`src/pcli_pkg.sv`:
```
`timescale 1ns / 1ps

package pcli_pkg;

    localparam int RAW_BITS_DEF     = 12;
    localparam int POINTS           = 5;
    localparam int SLOT_W           = 3;
    localparam int PCT_W            = 7;
    localparam int CNT_W            = 3;
    localparam int QUO_BITS         = 7;
    localparam int STEP_W           = 3;
    localparam int MAX_RAW_RESET    = 4095;
    localparam int PCT_SCALE        = 100;
    localparam int MIN_TABLE_POINTS = 2;
    localparam int OUT_BITS         = PCT_W + CNT_W + 1;
    localparam int OUT_TDATA_W      = ((OUT_BITS + 7) / 8) * 8;

    localparam logic CMD_CAPTURE = 1'b1;

    typedef enum logic [0:0] {
        REG_MIN_RAW = 1'b0,
        REG_MAX_RAW = 1'b1
    } reg_idx_t;

    typedef enum logic [2:0] {
        ST_IDLE,
        ST_SCAN,
        ST_SETUP,
        ST_MUL_A,
        ST_MUL_B,
        ST_LOAD,
        ST_DIV,
        ST_DONE
    } state_t;

    typedef struct packed {
        logic              accept;
        logic              scan;
        logic              setup;
        logic              mul_a;
        logic              mul_b;
        logic              load;
        logic              div;
        logic              out_load;
        logic [STEP_W-1:0] step;
    } dp_cmd_t;

    typedef struct packed {
        logic direct;
    } dp_stat_t;

    function automatic logic [PCT_W-1:0] slot_target(input logic [SLOT_W-1:0] s);
        logic [PCT_W-1:0] t;
        case (s)
            3'd0:    t = 7'd0;
            3'd1:    t = 7'd25;
            3'd2:    t = 7'd50;
            3'd3:    t = 7'd75;
            3'd4:    t = 7'd100;
            default: t = 7'd0;
        endcase
        return t;
    endfunction

endpackage

```
`src/pcli_ctrl.sv`:
```
`timescale 1ns / 1ps

module pcli_ctrl (
    input  logic               clk,
    input  logic               rst_n,
    input  logic               in_valid,
    output logic               in_ready,
    output logic               out_valid,
    input  logic               out_ready,
    output pcli_pkg::dp_cmd_t  cmd,
    input  pcli_pkg::dp_stat_t stat
);
    import pcli_pkg::*;

    state_t            state_reg;
    state_t            state_next;
    logic [STEP_W-1:0] cnt_reg;
    logic [STEP_W-1:0] cnt_next;
    logic              out_valid_reg;
    logic              out_valid_next;

    always_comb
    begin
        state_next = state_reg;
        cnt_next   = cnt_reg;
        unique case (state_reg)
            ST_IDLE:
            begin
                if (in_valid)
                begin
                    state_next = ST_SCAN;
                    cnt_next   = '0;
                end
            end
            ST_SCAN:
            begin
                if (cnt_reg == STEP_W'(POINTS - 1))
                begin
                    state_next = ST_SETUP;
                end
                else
                begin
                    cnt_next = cnt_reg + 1'b1;
                end
            end
            ST_SETUP:
            begin
                state_next = stat.direct ? ST_DONE : ST_MUL_A;
            end
            ST_MUL_A:
            begin
                state_next = ST_MUL_B;
            end
            ST_MUL_B:
            begin
                state_next = ST_LOAD;
            end
            ST_LOAD:
            begin
                state_next = ST_DIV;
                cnt_next   = STEP_W'(QUO_BITS - 1);
            end
            ST_DIV:
            begin
                if (cnt_reg == '0)
                begin
                    state_next = ST_DONE;
                end
                else
                begin
                    cnt_next = cnt_reg - 1'b1;
                end
            end
            ST_DONE:
            begin
                if (!out_valid_reg || out_ready)
                begin
                    state_next = ST_IDLE;
                end
            end
            default:
            begin
                state_next = ST_IDLE;
            end
        endcase
    end

    always_comb
    begin
        cmd      = '0;
        in_ready = 1'b0;
        unique case (state_reg)
            ST_IDLE:
            begin
                // no transfer while held in reset
                in_ready   = rst_n;
                cmd.accept = in_valid && rst_n;
            end
            ST_SCAN:
            begin
                cmd.scan = 1'b1;
                cmd.step = cnt_reg;
            end
            ST_SETUP:
            begin
                cmd.setup = 1'b1;
            end
            ST_MUL_A:
            begin
                cmd.mul_a = 1'b1;
            end
            ST_MUL_B:
            begin
                cmd.mul_b = 1'b1;
            end
            ST_LOAD:
            begin
                cmd.load = 1'b1;
            end
            ST_DIV:
            begin
                cmd.div  = 1'b1;
                cmd.step = cnt_reg;
            end
            ST_DONE:
            begin
                cmd.out_load = !out_valid_reg || out_ready;
            end
            default:
            begin
                cmd = '0;
            end
        endcase
    end

    always_comb
    begin
        priority if (cmd.out_load)
        begin
            out_valid_next = 1'b1;
        end
        else if (out_ready)
        begin
            out_valid_next = 1'b0;
        end
        else
        begin
            out_valid_next = out_valid_reg;
        end
    end

    always_ff @(posedge clk or negedge rst_n)
    begin
        if (!rst_n)
        begin
            state_reg     <= ST_IDLE;
            cnt_reg       <= '0;
            out_valid_reg <= 1'b0;
        end
        else
        begin
            state_reg     <= state_next;
            cnt_reg       <= cnt_next;
            out_valid_reg <= out_valid_next;
        end
    end

    assign out_valid = out_valid_reg;

endmodule

```
`src/pcli_dp.sv`:
```
`timescale 1ns / 1ps

module pcli_dp #(
    parameter int RAW_BITS = pcli_pkg::RAW_BITS_DEF
) (
    input  logic                         clk,
    input  logic                         rst_n,
    input  pcli_pkg::dp_cmd_t            cmd,
    output pcli_pkg::dp_stat_t           stat,
    input  logic                         cfg_we,
    input  pcli_pkg::reg_idx_t           cfg_addr,
    input  logic [RAW_BITS-1:0]          cfg_data,
    input  logic                         in_command,
    input  logic [RAW_BITS-1:0]          in_raw,
    input  logic [pcli_pkg::SLOT_W-1:0]  in_slot,
    output logic [pcli_pkg::PCT_W-1:0]   percent,
    output logic [pcli_pkg::CNT_W-1:0]   point_count,
    output logic                         table_in_use
);
    import pcli_pkg::*;

    localparam int PROD_W = RAW_BITS + 9;
    localparam int SUM_W  = RAW_BITS + 10;
    localparam int NUM_W  = RAW_BITS + 9;
    localparam int DIV_W  = RAW_BITS + 1;

    logic [RAW_BITS-1:0] cfg_min_reg;
    logic [RAW_BITS-1:0] cfg_max_reg;

    logic [RAW_BITS-1:0] raw_reg;
    logic [RAW_BITS-1:0] slot_raw_reg [POINTS];
    logic [POINTS-1:0]   slot_used_reg;

    logic                min_ok_reg;
    logic [RAW_BITS-1:0] min_raw_reg;
    logic [SLOT_W-1:0]   min_slot_reg;
    logic                max_ok_reg;
    logic [RAW_BITS-1:0] max_raw_reg;
    logic [SLOT_W-1:0]   max_slot_reg;
    logic                lo_ok_reg;
    logic [RAW_BITS-1:0] lo_raw_reg;
    logic [SLOT_W-1:0]   lo_slot_reg;
    logic                hi_ok_reg;
    logic [RAW_BITS-1:0] hi_raw_reg;
    logic [SLOT_W-1:0]   hi_slot_reg;

    logic                interp_reg;
    logic [RAW_BITS-1:0] opa_reg;
    logic signed [7:0]   opb_reg;
    logic [RAW_BITS-1:0] den_reg;
    logic [PCT_W-1:0]    y0_reg;
    logic signed [PROD_W-1:0] prod_reg;
    logic signed [PROD_W-1:0] acc_reg;
    logic [NUM_W-1:0]    rem_reg;
    logic [DIV_W-1:0]    div_reg;
    logic [PCT_W-1:0]    res_reg;

    logic [PCT_W-1:0]    percent_reg;
    logic [CNT_W-1:0]    count_reg;
    logic                in_use_reg;

    logic [CNT_W-1:0]    cnt;
    logic [RAW_BITS-1:0] cur_raw;
    logic                cur_used;
    logic                upd_min;
    logic                upd_max;
    logic                upd_lo;
    logic                upd_hi;

    logic                direct;
    logic [PCT_W-1:0]    direct_pct;
    logic                setup_interp;
    logic [RAW_BITS-1:0] setup_a;
    logic signed [7:0]   setup_b;
    logic [RAW_BITS-1:0] setup_den;
    logic [PCT_W-1:0]    setup_y0;
    logic [RAW_BITS-1:0] clamp_raw;
    logic [PCT_W-1:0]    hi_pct;

    logic [RAW_BITS-1:0] mul_a;
    logic signed [7:0]   mul_b;
    logic signed [PROD_W-1:0] product;
    logic signed [SUM_W-1:0]  sum;
    logic [SUM_W-1:0]    num_wide;
    logic [NUM_W-1:0]    shifted;
    logic                capture;

    always_comb
    begin
        cnt = '0;
        for (int i = 0; i < POINTS; i++)
        begin
            cnt = cnt + CNT_W'(slot_used_reg[i]);
        end
    end

    assign capture = cmd.accept && (in_command == CMD_CAPTURE)
                     && (in_slot < SLOT_W'(POINTS));

    // serial scan over the slots keeps table order: raw first, then slot
    assign cur_raw  = slot_raw_reg[cmd.step];
    assign cur_used = slot_used_reg[cmd.step];
    assign upd_min  = cur_used && (!min_ok_reg || (cur_raw < min_raw_reg));
    assign upd_max  = cur_used && (!max_ok_reg || (cur_raw >= max_raw_reg));
    assign upd_lo   = cur_used && (cur_raw < raw_reg)
                      && (!lo_ok_reg || (cur_raw >= lo_raw_reg));
    assign upd_hi   = cur_used && (cur_raw >= raw_reg)
                      && (!hi_ok_reg || (cur_raw < hi_raw_reg));

    always_comb
    begin
        direct       = 1'b0;
        direct_pct   = '0;
        setup_interp = 1'b0;
        setup_a      = '0;
        setup_b      = '0;
        setup_den    = '0;
        setup_y0     = '0;
        clamp_raw    = raw_reg;
        hi_pct       = slot_target(hi_slot_reg);
        priority if (cnt < CNT_W'(MIN_TABLE_POINTS))
        begin
            if (cfg_max_reg <= cfg_min_reg)
            begin
                direct = 1'b1;
            end
            else
            begin
                priority if (raw_reg < cfg_min_reg)
                begin
                    clamp_raw = cfg_min_reg;
                end
                else if (raw_reg > cfg_max_reg)
                begin
                    clamp_raw = cfg_max_reg;
                end
                else
                begin
                    clamp_raw = raw_reg;
                end
                setup_a   = clamp_raw - cfg_min_reg;
                setup_b   = 8'(PCT_SCALE);
                setup_den = cfg_max_reg - cfg_min_reg;
            end
        end
        else if (raw_reg <= min_raw_reg)
        begin
            direct     = 1'b1;
            direct_pct = slot_target(min_slot_reg);
        end
        else if (raw_reg >= max_raw_reg)
        begin
            direct     = 1'b1;
            direct_pct = slot_target(max_slot_reg);
        end
        else
        begin
            setup_interp = 1'b1;
            setup_a      = raw_reg - lo_raw_reg;
            setup_den    = hi_raw_reg - lo_raw_reg;
            setup_y0     = slot_target(lo_slot_reg);
            setup_b      = $signed({1'b0, hi_pct}) - $signed({1'b0, setup_y0});
        end
    end

    assign stat.direct = direct;

    assign mul_a   = cmd.mul_b ? (interp_reg ? den_reg : '0) : opa_reg;
    assign mul_b   = cmd.mul_b ? $signed({1'b0, y0_reg}) : opb_reg;
    assign product = PROD_W'($signed({1'b0, mul_a})) * PROD_W'(mul_b);

    assign sum      = SUM_W'(acc_reg) + SUM_W'(prod_reg);
    assign num_wide = interp_reg ? ((unsigned'(sum) << 1) + SUM_W'(den_reg))
                                 : unsigned'(sum);
    assign shifted  = NUM_W'(div_reg) << cmd.step;

    always_ff @(posedge clk or negedge rst_n)
    begin
        if (!rst_n)
        begin
            cfg_min_reg   <= '0;
            cfg_max_reg   <= RAW_BITS'(MAX_RAW_RESET);
            slot_used_reg <= '0;
            min_ok_reg    <= 1'b0;
            max_ok_reg    <= 1'b0;
            lo_ok_reg     <= 1'b0;
            hi_ok_reg     <= 1'b0;
            interp_reg    <= 1'b0;
        end
        else
        begin
            if (cfg_we)
            begin
                unique case (cfg_addr)
                    REG_MIN_RAW: cfg_min_reg <= cfg_data;
                    REG_MAX_RAW: cfg_max_reg <= cfg_data;
                    default:     cfg_min_reg <= cfg_min_reg;
                endcase
            end
            if (capture)
            begin
                slot_used_reg[in_slot] <= 1'b1;
            end
            if (cmd.accept)
            begin
                min_ok_reg <= 1'b0;
                max_ok_reg <= 1'b0;
                lo_ok_reg  <= 1'b0;
                hi_ok_reg  <= 1'b0;
            end
            if (cmd.scan)
            begin
                if (upd_min)
                begin
                    min_ok_reg <= 1'b1;
                end
                if (upd_max)
                begin
                    max_ok_reg <= 1'b1;
                end
                if (upd_lo)
                begin
                    lo_ok_reg <= 1'b1;
                end
                if (upd_hi)
                begin
                    hi_ok_reg <= 1'b1;
                end
            end
            if (cmd.setup)
            begin
                interp_reg <= setup_interp;
            end
        end
    end

    always_ff @(posedge clk)
    begin
        if (cmd.accept)
        begin
            raw_reg <= in_raw;
        end
        if (capture)
        begin
            slot_raw_reg[in_slot] <= in_raw;
        end
        if (cmd.scan)
        begin
            if (upd_min)
            begin
                min_raw_reg  <= cur_raw;
                min_slot_reg <= cmd.step;
            end
            if (upd_max)
            begin
                max_raw_reg  <= cur_raw;
                max_slot_reg <= cmd.step;
            end
            if (upd_lo)
            begin
                lo_raw_reg  <= cur_raw;
                lo_slot_reg <= cmd.step;
            end
            if (upd_hi)
            begin
                hi_raw_reg  <= cur_raw;
                hi_slot_reg <= cmd.step;
            end
        end
        if (cmd.setup)
        begin
            res_reg <= direct_pct;
            opa_reg <= setup_a;
            opb_reg <= setup_b;
            den_reg <= setup_den;
            y0_reg  <= setup_y0;
        end
        if (cmd.mul_a)
        begin
            prod_reg <= product;
        end
        if (cmd.mul_b)
        begin
            acc_reg  <= prod_reg;
            prod_reg <= product;
        end
        if (cmd.load)
        begin
            rem_reg <= num_wide[NUM_W-1:0];
            div_reg <= interp_reg ? {den_reg, 1'b0} : {1'b0, den_reg};
            res_reg <= '0;
        end
        if (cmd.div && (rem_reg >= shifted))
        begin
            rem_reg           <= rem_reg - shifted;
            res_reg[cmd.step] <= 1'b1;
        end
        if (cmd.out_load)
        begin
            percent_reg <= res_reg;
            count_reg   <= cnt;
            in_use_reg  <= (cnt >= CNT_W'(MIN_TABLE_POINTS));
        end
    end

    assign percent      = percent_reg;
    assign point_count  = count_reg;
    assign table_in_use = in_use_reg;

endmodule

```
`src/pot_calibration_lut_interpolator_core.sv`:
```
`timescale 1ns / 1ps
// sequence: slot scan and setup, then two passes of the shared multiplier and the restoring
// divider when interpolating or on the fallback line; setup loads the result directly when the
// reading clamps to a table end point or the range is empty
// input: a new item is accepted only when idle, after the last result is loaded for output
// reset: asynchronous active low; clears the slot table, min_raw to 0, max_raw to 4095

module pot_calibration_lut_interpolator_core #(
    parameter int  RAW_BITS   = pcli_pkg::RAW_BITS_DEF,
    localparam int IN_BITS    = RAW_BITS + 4,
    localparam int IN_TDATA_W = ((IN_BITS + 7) / 8) * 8
) (
    input  logic                               clk,
    input  logic                               rst_n,
    input  logic                               cfg_we,
    input  pcli_pkg::reg_idx_t                 cfg_addr,
    input  logic [RAW_BITS-1:0]                cfg_data,
    input  logic                               s_axis_tvalid,
    output logic                               s_axis_tready,
    input  logic [IN_TDATA_W-1:0]              s_axis_tdata,  // command, raw, slot
    output logic                               m_axis_tvalid,
    input  logic                               m_axis_tready,
    output logic [pcli_pkg::OUT_TDATA_W-1:0]   m_axis_tdata   // percent, point_count, table_in_use
);
    import pcli_pkg::*;

    dp_cmd_t           cmd;
    dp_stat_t          stat;
    logic [PCT_W-1:0]  percent;
    logic [CNT_W-1:0]  point_count;
    logic              table_in_use;

    pcli_ctrl u_ctrl (
        .clk       (clk),
        .rst_n     (rst_n),
        .in_valid  (s_axis_tvalid),
        .in_ready  (s_axis_tready),
        .out_valid (m_axis_tvalid),
        .out_ready (m_axis_tready),
        .cmd       (cmd),
        .stat      (stat)
    );

    pcli_dp #(
        .RAW_BITS (RAW_BITS)
    ) u_dp (
        .clk          (clk),
        .rst_n        (rst_n),
        .cmd          (cmd),
        .stat         (stat),
        .cfg_we       (cfg_we),
        .cfg_addr     (cfg_addr),
        .cfg_data     (cfg_data),
        .in_command   (s_axis_tdata[0]),
        .in_raw       (s_axis_tdata[RAW_BITS:1]),
        .in_slot      (s_axis_tdata[RAW_BITS+SLOT_W:RAW_BITS+1]),
        .percent      (percent),
        .point_count  (point_count),
        .table_in_use (table_in_use)
    );

    assign m_axis_tdata = {{(OUT_TDATA_W - OUT_BITS){1'b0}}, table_in_use, point_count, percent};

endmodule

```
`config.mk`:
```
export PLATFORM = sky130hd
export DESIGN_NAME = pot_calibration_lut_interpolator_core
export DESIGN_NICKNAME = d
export VERILOG_FILES = /design/src/pcli_pkg.sv /design/src/pcli_ctrl.sv /design/src/pcli_dp.sv /design/src/pot_calibration_lut_interpolator_core.sv
export SDC_FILE = /design/constraint.sdc
export NUM_CORES = 1
export LEC_CHECK = 0
export ABC_AREA = 1
export BUFFER_PORTS_ARGS = -buffer_cell sky130_fd_sc_hd__buf_2
export CAP_MARGIN = 20
export CORE_MARGIN = 5
export CORE_UTILIZATION = 65
export DETAILED_ROUTE_END_ITERATION = 10
export PLACE_DENSITY = 0.82
export REMOVE_ABC_BUFFERS = 1
export SYNTH_ARGS = -nofsm -noshare
export SYNTH_HDL_FRONTEND = slang
export SYNTH_SLANG_ARGS = --single-unit
```
`constraint.sdc`:
```
create_clock -name clk -period 6.8 [get_ports clk]
set_clock_uncertainty 0.05 [all_clocks]
set_input_delay 1.36 -clock clk [delete_from_list [all_inputs] [get_ports clk]]
set_output_delay 1.36 -clock clk [all_outputs]
set_load 0.01 [all_outputs]
```
# --- Word-level counts from Yosys, hierarchy flattened ---
# Memory sizes are Yosys's and may differ from the RTL's.
# Index checks and enable logic that the tools add are counted.
totals:
  word_cells: 228
  inputBits: 34
  register_bits: 246
  n_memories: 1
  output_inout_bits: 18
  ram_bits: 60
classes:
  shift: 1
  n_mux: 87
  addsub: 14
  reduce_logical: 38
  magnitude_cmp: 19
  n_bitwise: 3
  n_mul: 1
  eq_ne: 30
memory_table:
  columns: ["name", "depth", "word_bits", "read_ports", "rd_clocked_by_memory_dff", "write_ports", "line", "rtl"]
  rows:
  - ["u_dp.slot_raw_reg", 5, 12, 1, 0, 1, "pcli_dp.sv:31", "logic [RAW_BITS-1:0] slot_raw_reg [POINTS];"]
op_table:
  columns: ["cell", "count"]
  rows:
  - ["12-bit two-way mux", 15]
  - ["7-bit one-hot mux with 4 select lines", 4]
  - ["21-bit two-way mux", 5]
  - ["7-bit two-way mux", 10]
  - ["12-bit greater-or-equal comparator", 4]
  - ["12-bit < comparator", 4]
  - ["12-bit subtractor", 4]
  - ["1-bit two-way mux", 35]
  - ["8-bit two-way mux", 4]
  - ["3-bit by 2-bit equality test with 1-bit output, second input constant", 10]
  - ["3-bit equality test, second input constant", 9]
  - ["3-bit two-way mux", 9]
  - ["12-bit less-or-equal comparator", 2]
  - ["3-bit one-hot mux with 8 select lines", 1]
  - ["21-bit by 12-bit adder with 21-bit output", 1]
  - ["21-bit adder", 1]
  - ["21-bit greater-or-equal comparator", 1]
  - ["13-bit by 8-bit multiplier with 21-bit output", 1]
  - ["13-bit by 3-bit << shifter with 21-bit output", 1]
  - ["21-bit subtractor", 1]
  - ["3-bit by 1-bit equality test with 1-bit output, second input constant", 5]
  - ["12-bit greater-than comparator", 1]
  - ["1-bit logical AND", 12]
  - ["3-bit one-hot mux with 4 select lines", 1]
  - ["26 further kinds", 52]

# --- Longest topological paths before layout ---
depth:
  word_depth: 10
  mapped_depth: 29
  mapped_depth_nobuf: 28

# --- Modules after synthesis ---
# From an unflattened synthesis, not the netlist that was laid out.
unflattened:
  cells_unflattened: 2801
  hier_area_um2: 23586.4
modules_own_cells:
  columns: ["mod", "area_each_um2", "cells_each", "instances", "seq_area_each_um2"]
  rows:
  - ["pcli_dp", 22871.9, 2689, 1, 8723.4]
  - ["pcli_ctrl", 665.6, 105, 1, 175.2]
  - ["pot_calibration_lut_interpolator_core", 48.8, 7, 1, 0.0]

# --- Worst setup path before layout ---
# Ideal clock, no wire load.
synth_path:
  kind: "register to register"
  from: "reg u_ctrl.state_reg[0]"
  to: "reg u_dp.prod_reg[17] (data pin)"
  path_slack_ns: 0.993
  setup_time_ns: 0.260
  t_required_ns: 6.490
  synth_period_minus_slack_ns: 5.807
  path_stages_with_launch: 23
  arrival_time_ns: 5.497
  n_path_buf: 0
  path_cell_list: "dfrtp_1 nor2_1 nand2_1 clkinv_1 o21ai_1 nand2_1 fa_1 fa_1 inv_1 fa_1 inv_1 fa_1 inv_1 ha_1 nand2_1 inv_1 a21oi_1 o21ai_1 a21boi_0 o21ai_1 nand2_1 nand2_1 xor2_1"
synth_via:
  elab_chain_cells: 6
  elab_cells_between_ends: 7
  cone_classes: "mul: 1; eq/ne: 1; mux: 5"
synth_lines:
  columns: ["item", "line", "rtl"]
  rows:
  - ["start, declared", "pcli_ctrl.sv:15", "state_t state_reg;"]
  - ["start signal, assigned", "pcli_ctrl.sv:162", "state_reg <= state_next;"]
  - ["3-bit equality test *", "pcli_ctrl.sv:92", "unique case (state_reg)"]
  - ["1-bit two-way mux *", "pcli_ctrl.sv:92", null]
  - ["12-bit two-way mux / 8-bit two-way mux (equally long branches)", "pcli_dp.sv:168, pcli_dp.sv:169", null]
  - ["13-bit by 8-bit multiplier with 21-bit output *", "pcli_dp.sv:170", "assign product = PROD_W'($signed({1'b0, mul_a})) * PROD_W'(mul_b);"]
  - ["named net u_dp.product[17]", "pcli_dp.sv:82", "logic signed [PROD_W-1:0] product;"]
  - ["21-bit two-way mux", "pcli_dp.sv:278", "if (cmd.mul_a)"]
  - ["21-bit two-way mux *", "pcli_dp.sv:282", "if (cmd.mul_b)"]
  - ["end signal, assigned", "pcli_dp.sv:280", "prod_reg <= product;"]
  - ["end signal, assigned", "pcli_dp.sv:285", "prod_reg <= product;"]
  - ["end, declared", "pcli_dp.sv:52", "logic signed [PROD_W-1:0] prod_reg;"]
# Mark *: on every way through the listed nets, which the timed path passes. The rest lies on a longest branch. The select of a mux whose other input is x is not followed.
# A chain may end at the register's enable or synchronous reset.

# --- Worst setup path in the final report ---
# Same ends and word-level chain as after synthesis.

==> summary.txt <==
io pins = 52
WHS = 0.378 ns
fin. max-slew vios = 0
worst flop-to-flop path endpoint = u_dp.prod_reg[17]
max frequency = 162 MHz
Yosys cell types = 62
CP required = 7.00 ns
most common cell after layout, fill and taps aside = nand2_1
post-synth top area cell = edfxtp_1
Cell Rows = 69
top cell type's share of synthesized area = 32.8%
Seq cells post-synth = 305
clk sink count = 305
share of cells above drive strength 1 = 7.35%
number of global-route vias before repair = 19200
Core Util, Final = 71.4%
first-pass GRT wire length = 97900 um
Die Y = 200 um
status = complete, no violations
Hold Path Class = register to register
Post-DP HPWL = 47400 um
hold wc startpoint = u_dp.res_reg[1]
Die X = 200 um
WS Path Type = register to register
Setup TNS Final = 0 ns
CTS tree = yes
Worst path max stage delay = 0.54 ns
CP max-delay cell = fa_1
maximum fanout along the worst path = 22
WHS Endpoint = u_dp.percent[1]
Initial Util = 66.0%
initial antenna violation count = 0
Final ANT Viol Nets = 0
Final Cell Area = 25500 sq um
final setup violation count = 0
reg2reg setup slack = 0.61 ns
TritonCTS buffer count = 34
Avg Vias per Cell = 5.83
DRC violations left = 0
Largest register FFs = 60
Main synth FF type = edfxtp_1
Worst Reg-to-Reg Cells = 24
H-tree depth = 2
Synth area leaders = edfxtp_1 (33%), ha_1 (14%), nand2_1 (9.4%)
largest net degree at the start of global routing = 47
Hold Crit Depth = 0
hold_buf cts = 0
GRT Total Usage = 29.8%
average size of a mapped cell = 8.51 sq um
drt initial violations = 1410
crit path time final = 6.19 ns
Max transition margin = 35.3%
Post-CTS Repair Setup Buffers = 0
fin crit share = 91.0%
yosys warns = 0
element type at the critical path end = register
Final Hold Viols = 0
Worst path most repeated cell = nand2_1
Port Buf Inserts = 46
Worst-Margin Slew = 0.968 ns
die area = 40100 sq um
RSZ-0062 raised after global routing = false
sequential area share after synthesis = 37.8%
gpl congestion = 0.968
worst skew pair latency = 0.55 ns
Clock Tree Root = clkbuf_16
Max-Cap Viols = 0
cell area after synthesis = 23500 sq um
grt ovf = 0
commonest cells after routing, fill and taps aside = nand2_1 (590), inv_1 (457), ha_1 (259), edfxtp_1 (257), nor2_1 (214)
Post-Syn Instances = 2764
wire per inst = 18.4 um
crit path DAT = 6.39 ns
drt pass-1 iters = 5
NumNets Final = 3195
clock tree buffer depth = 3
Layout area overhead = 8.23%
Ant. Diodes = 0
Post-Route WL = 61000 um
dpl cell area = 24300 sq um
worst reg2reg startpoint = u_ctrl.state_reg[0]
Async SR Flop Fraction = 13.4%
clk slew on worst S/H paths = 0.06 ns
Core ar. = 35700 sq um
crit-path cells = nor2_1, nand2_2, clkinv_1, buf_4, nand2_1, o21ai_1, nand2_1, fa_1, fa_1, inv_1, fa_1, inv_1, fa_1, inv_1, ha_1, nand2_1, inv_1, a21oi_1, o21ai_1, a21boi_0, o21ai_1, nand2_1, nand2_1, xor2_1
routed via count = 19300
EDFF count, synth = 257
startpoint types = register
-- per-layer routing --
metal / global-route usage, % / wire [um] / vias to the layer above
li1: - / - / 9345
met1: 36.0 / 24000 / 9148
met2: 54.7 / 31100 / 685
met3: 3.22 / 3300 / 164
met4: 12.1 / 2670 / 0
met5: 0 / 0 / -
-- through the flow --
stage	std cells	setup slack (ns)
4_1_cts	3313	0.497
6_report	3317	0.614
3_3_place_gp	3250	0.761
2_1_floorplan	2718	0.178
3_5_place_dp	3251	0.603
5_1_grt	3317	0.102
-- layout make-up --
cell class,instances,area [sq um]
multi-input combinational,1941,12600
inverter,472,1770
clock inverter,15,204
fill,2829,10200
clock buffer,47,920
sequential,305,8900
timing repair buffer,76,474
tap,461,577
-- Yosys cell counts (6+ instances only) --
library cell and n:
nor3_1 25, o21ai_0 199, clkbuf_1 23, a31oi_1 12, nand3b_1 6, o22ai_1 18, edfxtp_1 257, nor2_1 214
a21oi_1 159, a21o_1 8, dfstp_2 12, o211ai_1 16, nand3_2 6, buf_4 10, nand3_1 99, nand4_1 26
or2_2 10, nor2_2 8, o221ai_1 13, xor2_1 50, ha_1 259, dfrtp_1 29, nand2_1 591, o21bai_1 12
xnor2_1 29, buf_2 11, nand2_2 13, o2111ai_1 7, o21a_1 7, o21ai_1 26, dfxtp_1 7, inv_1 457
inv_2 10, fa_1 72
-- how the worst max path moves through the flow --
stage	from	endpoint	slack, ns	depth (start not counted)
CTS	u_ctrl.state_reg[0]	u_dp.prod_reg[17]	0.50	24
detailed placement	u_ctrl.state_reg[0]	u_dp.prod_reg[17]	0.60	24
global placement	u_ctrl.state_reg[0]	u_dp.prod_reg[19]	0.76	25
global route	u_ctrl.state_reg[0]	u_dp.prod_reg[17]	0.10	24
floorplan	u_ctrl.state_reg[0]	u_dp.prod_reg[17]	0.18	22
finish	u_ctrl.state_reg[0]	u_dp.prod_reg[17]	0.61	24
-- worst max-delay path: cells and delay by family, from the launching register on --
| kind | cells | cell delay [ns] |
|---|---|---|
| xor gates and xnor gates | 1 | 0.14 |
| buffers and inverters | 6 | 0.70 |
| and+or+nand+nor | 7 | 0.96 |
| AOI/OAI and AO/OA | 5 | 1.11 |
| adders and majority gates | 5 | 2.47 |
| DFF | 1 | 0.46 |
-- cell families (layout without fill, tap and decap cells) --
group                      after synthesis  in the layout  share of synthesized area [%]
AOI/OAI and AO/OA                      507            507                           12.3
xor gates and xnor gates                79             79                           2.94
adders and majority gates              331            331                           19.9
buffers and inverters                  522            610                           8.68
DFF                                    305            305                           37.8
muxes                                    5              5                          0.213
other                                    1              5                         0.0159
and+or+nand+nor                       1014           1014                           18.2
-- timing repair --
item                                   4_1_cts  5_1_grt
gates resized for setup                      0        1
endpoints found under the hold margin        0        0
setup endpoints to repair                    0        1
Power is left out: the tool's default activity adds up to more than one toggle a clock period on the data nets, which glitch-free logic cannot reach.
